===== src/rtl/tncp_pkg.sv =====
// ----------------------------------------------------------------------------
// tncp_pkg: shared definitions for the telnet command parser
// Telnet protocol bytes, option numbers, result kinds and the parse phases.
// ----------------------------------------------------------------------------
package tncp_pkg;

  localparam int MaskWidth     = 64;
  localparam int CfgIndexWidth = 1;

  localparam logic [7:0] TnIac  = 8'hFF;
  localparam logic [7:0] TnDont = 8'hFE;
  localparam logic [7:0] TnDo   = 8'hFD;
  localparam logic [7:0] TnWont = 8'hFC;
  localparam logic [7:0] TnWill = 8'hFB;
  localparam logic [7:0] TnSb   = 8'hFA;
  localparam logic [7:0] TnSe   = 8'hF0;

  localparam logic [7:0] OptWinsize = 8'd31;
  localparam logic [7:0] OptTtype   = 8'd24;

  localparam logic [MaskWidth-1:0] WillMaskReset = 64'd107;
  localparam logic [MaskWidth-1:0] DoMaskReset   = 64'd2164260875;

  localparam logic [CfgIndexWidth-1:0] CfgWillMask = 1'd0;
  localparam logic [CfgIndexWidth-1:0] CfgDoMask   = 1'd1;

  localparam logic [1:0] KindData  = 2'd0;
  localparam logic [1:0] KindReply = 2'd1;
  localparam logic [1:0] KindSize  = 2'd2;

  localparam logic [1:0] VerbWill = 2'd0;
  localparam logic [1:0] VerbDo   = 2'd2;

  typedef enum logic [7:0] {
    PH_DATA     = 8'b0000_0001,
    PH_IAC      = 8'b0000_0010,
    PH_VERB     = 8'b0000_0100,
    PH_SB_OPT   = 8'b0000_1000,
    PH_SIZE     = 8'b0001_0000,
    PH_SIZE_IAC = 8'b0010_0000,
    PH_SKIP     = 8'b0100_0000,
    PH_SKIP_IAC = 8'b1000_0000
  } phase_t;

endpackage


===== src/rtl/telnet_command_parser_top.sv =====
// ----------------------------------------------------------------------------
// telnet_command_parser_top: receive-side telnet command parser
// A result and the next phase are both registered when the byte is accepted.
// Throughput: one byte per cycle while out_ready does not stall a waiting result.
// A byte is taken while a finished result still waits, if that result leaves.
// Reset clears the phase, pending verb, size count and the output valid, and
// loads both option-accept masks with their defaults.
// ----------------------------------------------------------------------------
module telnet_command_parser_top (
  input  logic                               clk,
  input  logic                               rst,
  input  logic                               cfg_we,
  input  logic [tncp_pkg::CfgIndexWidth-1:0] cfg_index,
  input  logic [tncp_pkg::MaskWidth-1:0]     cfg_data,
  input  logic                               in_valid,
  output logic                               in_ready,
  input  logic [7:0]                         rx_byte,
  output logic                               out_valid,
  input  logic                               out_ready,
  output logic [1:0]                         kind,
  output logic [7:0]                         data_byte,
  output logic [7:0]                         reply_cmd,
  output logic [7:0]                         reply_opt,
  output logic [15:0]                        win_width,
  output logic [15:0]                        win_height
);
  import tncp_pkg::*;

  logic [MaskWidth-1:0] accept_will_mask;
  logic [MaskWidth-1:0] accept_do_mask;
  phase_t               phase, phase_next;
  logic [1:0]           pending_verb, pending_verb_next;
  logic [2:0]           size_count, size_count_next;
  logic [7:0]           size_bytes [4];
  logic [7:0]           size_bytes_next [4];

  logic                 res_valid;
  logic [1:0]           res_kind;
  logic [7:0]           res_data;
  logic [7:0]           res_cmd;
  logic [7:0]           res_opt;
  logic                 in_fire;
  logic                 opt_in_range;

  assign in_ready     = !out_valid || out_ready;
  assign in_fire      = in_valid && in_ready;
  assign opt_in_range = (rx_byte[7:6] == 2'b00);

  always_comb begin
    phase_next        = phase;
    pending_verb_next = pending_verb;
    size_count_next   = size_count;
    size_bytes_next   = size_bytes;
    res_valid         = 1'b0;
    res_kind          = KindData;
    res_data          = 8'd0;
    res_cmd           = 8'd0;
    res_opt           = 8'd0;
    unique case (phase)
      PH_DATA: begin
        if (rx_byte == TnIac) begin
          phase_next = PH_IAC;
        end else begin
          res_valid = 1'b1;
          res_data  = rx_byte;
        end
      end
      PH_IAC: begin
        if (rx_byte == TnIac) begin
          phase_next = PH_DATA;
          res_valid  = 1'b1;
          res_data   = TnIac;
        end else if (rx_byte >= TnWill && rx_byte <= TnDont) begin
          pending_verb_next = 2'(rx_byte - TnWill);
          phase_next        = PH_VERB;
        end else if (rx_byte == TnSb) begin
          phase_next = PH_SB_OPT;
        end else begin
          phase_next = PH_DATA;
        end
      end
      PH_VERB: begin
        phase_next = PH_DATA;
        if (pending_verb == VerbWill) begin
          res_valid = 1'b1;
          res_kind  = KindReply;
          res_cmd   = (opt_in_range && accept_will_mask[rx_byte[5:0]]) ? TnDo : TnDont;
          res_opt   = rx_byte;
        end else if (pending_verb == VerbDo) begin
          res_valid = 1'b1;
          res_kind  = KindReply;
          res_cmd   = (opt_in_range && accept_do_mask[rx_byte[5:0]]) ? TnWill : TnWont;
          res_opt   = rx_byte;
        end
      end
      PH_SB_OPT: begin
        if (rx_byte == OptWinsize) begin
          size_count_next = 3'd0;
          phase_next      = PH_SIZE;
        end else if (rx_byte == TnIac) begin
          phase_next = PH_SKIP_IAC;
        end else begin
          phase_next = PH_SKIP;
        end
      end
      PH_SIZE: begin
        if (rx_byte == TnIac) begin
          phase_next = PH_SIZE_IAC;
        end else begin
          size_bytes_next[size_count_next[1:0]] = rx_byte;
          size_count_next = size_count_next + 3'd1;
          if (size_count_next >= 3'd4) begin
            res_valid  = 1'b1;
            res_kind   = KindSize;
            phase_next = PH_SKIP;
          end
        end
      end
      PH_SIZE_IAC: begin
        if (rx_byte == TnSe) begin
          phase_next = PH_DATA;
        end else begin
          // An IAC not followed by SE is kept as 0xFF; the byte after it is payload too
          // unless it is a second IAC or the 0xFF already completed the window size.
          phase_next = PH_SIZE;
          size_bytes_next[size_count_next[1:0]] = TnIac;
          size_count_next = size_count_next + 3'd1;
          if (size_count_next >= 3'd4) begin
            res_valid  = 1'b1;
            res_kind   = KindSize;
            phase_next = PH_SKIP;
          end else if (rx_byte != TnIac) begin
            size_bytes_next[size_count_next[1:0]] = rx_byte;
            size_count_next = size_count_next + 3'd1;
            if (size_count_next >= 3'd4) begin
              res_valid  = 1'b1;
              res_kind   = KindSize;
              phase_next = PH_SKIP;
            end
          end
        end
      end
      PH_SKIP: begin
        if (rx_byte == TnIac) begin
          phase_next = PH_SKIP_IAC;
        end
      end
      PH_SKIP_IAC: begin
        phase_next = (rx_byte == TnSe) ? PH_DATA : PH_SKIP;
      end
      default: begin
        phase_next = PH_DATA;
      end
    endcase
  end

  always_ff @(posedge clk) begin
    if (rst) begin
      accept_will_mask <= WillMaskReset;
      accept_do_mask   <= DoMaskReset;
    end else if (cfg_we) begin
      if (cfg_index == CfgWillMask) begin
        accept_will_mask <= cfg_data;
      end else if (cfg_index == CfgDoMask) begin
        accept_do_mask <= cfg_data;
      end
    end
  end

  always_ff @(posedge clk) begin
    if (rst) begin
      phase        <= PH_DATA;
      pending_verb <= 2'd0;
      size_count   <= 3'd0;
      out_valid    <= 1'b0;
    end else begin
      if (in_fire) begin
        phase        <= phase_next;
        pending_verb <= pending_verb_next;
        size_count   <= size_count_next;
        out_valid    <= res_valid;
      end else if (out_ready) begin
        out_valid <= 1'b0;
      end
    end
  end

  always_ff @(posedge clk) begin
    if (in_fire) begin
      size_bytes <= size_bytes_next;
      if (res_valid) begin
        kind       <= res_kind;
        data_byte  <= res_data;
        reply_cmd  <= res_cmd;
        reply_opt  <= res_opt;
        win_width  <= (res_kind == KindSize) ?
                      {size_bytes_next[0], size_bytes_next[1]} : 16'd0;
        win_height <= (res_kind == KindSize) ?
                      {size_bytes_next[2], size_bytes_next[3]} : 16'd0;
      end
    end
  end

endmodule

===== config.mk =====
export PLATFORM = sky130hd
export DESIGN_NAME = telnet_command_parser_top
export DESIGN_NICKNAME = d
export VERILOG_FILES = /design/src/rtl/tncp_pkg.sv /design/src/rtl/telnet_command_parser_top.sv
export SDC_FILE = /design/constraint.sdc
export NUM_CORES = 1
export LEC_CHECK = 0
export ABC_CLOCK_PERIOD_IN_PS = 9300
export BUFFER_PORTS_ARGS = -buffer_cell sky130_fd_sc_hd__buf_4
export CAP_MARGIN = 20
export CORE_MARGIN = 2
export CORE_UTILIZATION = 65
export CTS_BUF_LIST = sky130_fd_sc_hd__clkbuf_8
export DETAILED_ROUTE_END_ITERATION = 7
export PLACE_DENSITY_LB_ADDON = 0.05
export SLEW_MARGIN = 20
export SYNTH_ARGS = -nofsm -noshare
export SYNTH_HDL_FRONTEND = slang
export SYNTH_SLANG_ARGS = --single-unit

===== constraint.sdc =====
create_clock -name clk -period 9.3 [get_ports clk]
set_clock_uncertainty 0.15 [all_clocks]
set_input_delay 2.325 -clock clk [delete_from_list [all_inputs] [get_ports clk]]
set_output_delay 2.325 -clock clk [all_outputs]
set_load 0.01 [all_outputs]

==> insert_results.sql <==
INSERT INTO impl_metrics (metric_group, metric, value, unit) VALUES
('sta', 'maxSlewHeadroom', '31.88', '%'),
('floorplan', 'chipWidth', '133.6', 'um'),
('drt', 'vias', '8969', ''),
('power', 'internal_power', '1.873', 'mW'),
('layout', 'stdcell_count', '1509', ''),
('clock_network', 'cts_tree', 'built', ''),
('setup_path', 'critical-path-max-stage-delay', '0.70', 'ns'),
('synth', 'synth_seq_cells', '228', ''),
('place', 'placed_area', '11920', 'um2'),
('drt', 'routed_via_density', '5.944', ''),
('layout', 'layout-drive-gt1-share', '20.64', '%'),
('layout', 'area_delta_synth_final', '16.27', '%'),
('clock_network', 'maximum_count_of_clock_buffers_along_a_single_path', '3', ''),
('power', 'power.static_leakage', '5.018', 'nW'),
('synth', 'asyncSetResetFlopFracSynth', '0', '%'),
('clock_network', 'clock_tree.htree_level_count', '2', ''),
('power', 'worst_ir_drop_vdd', '0.1522', 'mV'),
('power', 'power-per-cell-area', '203.8', 'nW/um2'),
('setup_path', 'timing.critical_path.fanout_max', '54', ''),
('flow_run', 'maxCapViolations', '0', ''),
('setup_path', 'setup.reg_to_reg.worst_slack', '5.81', 'ns'),
('run_status', 'status', 'completed', ''),
('setup_path', 'ff2ff_path_depth', '6', ''),
('power', 'p_comb_share', '18.0', '%'),
('synth', 'mean_post_synth_cell_area', '9.403', 'um2'),
('setup_path', 'worst_setup_path_end_kind', 'register', ''),
('power', 'fin_total_pwr', '2.587', 'mW'),
('clock_network', 'post_cts_hold_buffers', '0', ''),
('setup_path', 'worst_ep_required_time', '9.16', 'ns'),
('clock_network', 'worstSkewPairLatency', '0.55', 'ns'),
('setup_path', 'critical_path.cell_chain', 'buf_4 -> ha_1 -> and3_1 -> nand2_2 -> a21oi_1 -> o32a_4 -> a211o_1 -> clkinv_2', ''),
('place', 'placedCellCount', '1444', ''),
('place', 'port-buffer-count', '137', ''),
('setup_path', 'critical_path.reg2reg.startpoint', 'size_count[0]', ''),
('setup_path', 'crit_start', 'rx_byte[0]', ''),
('place', 'place_congestion', '0.8997', ''),
('floorplan', 'design.core.area', '16520', 'um2'),
('drt', 'detail_route.wl_per_cell', '17.75', 'um'),
('sta', 'maxClockFrequency', '169.5', 'MHz'),
('synth', 'seq_area_frac_synth', '49.70', '%'),
('synth', 'synth.distinct_cells', '73', ''),
('synth', 'synth_cells', '1161', ''),
('layout', 'filler_cell_count', '1203', ''),
('synth', 'ys_warn_count', '0', ''),
('layout', 'post-route-cell-area', '12690', 'um2'),
('global_route', 'grt_start_max_net_pins', '103', ''),
('sta', 'final_min_period_over_clock_period', '63.42', '%'),
('layout', 'final-seq-area', '5425', 'um2'),
('sta', 'timing.final.max_slew_violations', '0', ''),
('drt', 'detail_route.iter0.violations', '749', ''),
('sta', 'hold_viol_final', '0', ''),
('clock_network', 'tritoncts_num_sinks', '228', ''),
('floorplan', 'die-area', '17850', 'um2'),
('synth', 'ys.flop_type', 'sky130_fd_sc_hd__dfxtp_1', ''),
('clock_network', 'cts_inserted_buffers', '38', ''),
('global_route', 'first_global_vias', '8726', ''),
('layout', 'layout.cells.most_common', 'sky130_fd_sc_hd__nand2_1', ''),
('setup_path', 'element_type_at_the_critical_path_start', 'primary input', ''),
('drt', 'postRouteAntennaNets', '0', ''),
('drt', 'post-route-drc-count', '0', ''),
('power', 'clockPowerShare', '33.9', '%'),
('global_route', 'global_route.usage.total', '30.34', '%'),
('setup_path', 'arrival', '5.76', 'ns'),
('clock_network', 'cts_root_buffer', 'sky130_fd_sc_hd__clkbuf_8', ''),
('global_route', 'first_pass_grt_wire_length', '43700', 'um'),
('layout', 'antenna_cells_inserted', '0', ''),
('layout', 'most_frequent_cells_in_the_layout', 'sky130_fd_sc_hd__nand2_1 (310), sky130_fd_sc_hd__a21oi_1 (148), sky130_fd_sc_hd__buf_4 (144), sky130_fd_sc_hd__dfxtp_1 (142), sky130_fd_sc_hd__edfxtp_1 (86)', ''),
('floorplan', 'rows', '47', ''),
('synth', 'yosysTopAreaCellShare', '26.04', '%'),
('place', 'place_hpwl', '16720', 'um'),
('setup_path', 'worst_path_max_delay_cell', 'sky130_fd_sc_hd__buf_4', '');
-- how the worst min path moves through the flow --
| stage | start | to | slack (ns) |
|---|---|---|---|
| 2_1_floorplan | accept_do_mask[31] | accept_do_mask[31] | 0.28 |
| 3_3_place_gp | accept_do_mask[18] | accept_do_mask[18] | 0.29 |
| 3_5_place_dp | accept_do_mask[17] | accept_do_mask[17] | 0.30 |
| 4_1_cts | accept_will_mask[34] | accept_will_mask[34] | 0.30 |
| 5_1_grt | accept_do_mask[6] | accept_do_mask[6] | 0.32 |
| 6_report | accept_will_mask[47] | accept_will_mask[47] | 0.30 |
-- kinds of logic (layout without fill, tap and decap cells) --
kind of cell               after synthesis  count (layout)  synth area share, %
AOI/OAI and AO/OA                      249             249                14.59
xor gates and xnor gates                 6               6               0.6533
adders and majority gates                7               7               0.8023
buffers and inverters                  102             230                4.080
DFF                                    228             228                49.70
muxes                                   61              61                7.885
and+or+nand+nor                        508             508                22.29
-- worst max-delay path, delay by kind of cell --
family	cells	cell delay, ns
AOI/OAI and AO/OA	3	1.09
adders and majority gates	1	0.41
buffers and inverters	2	1.37
and+or+nand+nor	2	0.52
-- synthesized netlist by cell type (11+ instances only) --
master                     number
sky130_fd_sc_hd__nand2_1      311
sky130_fd_sc_hd__a21oi_1      148
sky130_fd_sc_hd__dfxtp_1      142
sky130_fd_sc_hd__edfxtp_1      86
sky130_fd_sc_hd__clkbuf_1      48
sky130_fd_sc_hd__nor2_1        46
sky130_fd_sc_hd__mux2i_1       41
sky130_fd_sc_hd__and2_1        23
sky130_fd_sc_hd__mux4_2        20
sky130_fd_sc_hd__inv_1         19
sky130_fd_sc_hd__nand3_1       17
sky130_fd_sc_hd__nor3_1        16
sky130_fd_sc_hd__o21ai_0       15
sky130_fd_sc_hd__buf_2         13
sky130_fd_sc_hd__nand3b_1      13
sky130_fd_sc_hd__a211oi_1      11
sky130_fd_sc_hd__and3_1        11
-- area by class of cell --
class,count,share of cell area [%]
well taps,220,2.169
flip-flops and latches,228,42.74
repair buffers,145,8.733
clock inverters,20,1.094
multi-input cells,831,39.86
clock buffers,44,4.771
inverters,21,0.6309
-- metrics by stage --
stage / setup slack [ns] / utilization [%]
2_1_floorplan: 3.377 / -
3_3_place_gp: 3.097 / 72.14
3_5_place_dp: 3.049 / 72.14
4_1_cts: 3.609 / 76.64
5_1_grt: 3.106 / 76.82
6_report: 3.402 / 76.82
-- power by group through the flow --
stage | Clock (mW) | Sequential [mW] | Combinational, mW
after CTS | 0.888 | 1.24 | 0.469
final | 0.878 | 1.24 | 0.466
after floorplan | 0 | 1.29 | 0.238
after global routing | 0.932 | 1.25 | 0.508
after global placement | 0 | 1.26 | 0.458
after detailed placement | 0 | 1.26 | 0.467
-- registers in the layout (all words and copies together), names as in the netlist --
signal	flops
accept_do_mask	64
accept_will_mask	64
size_bytes	32
win_height	16
win_width	16
data_byte	8
phase	8
reply_opt	8
reply_cmd	4
size_count	3
kind	2
pending_verb	2
out_valid	1
-- metal layers --
layer  wire [um]  up-vias  GRT usage (%)
met4         698        0          11.52
met3        1485       61          4.718
met1       11140     4254          39.17
met2       13460      327          51.83
met5           0        -              0
li1            -     4327              -
(Power assumes the default switching activity.)
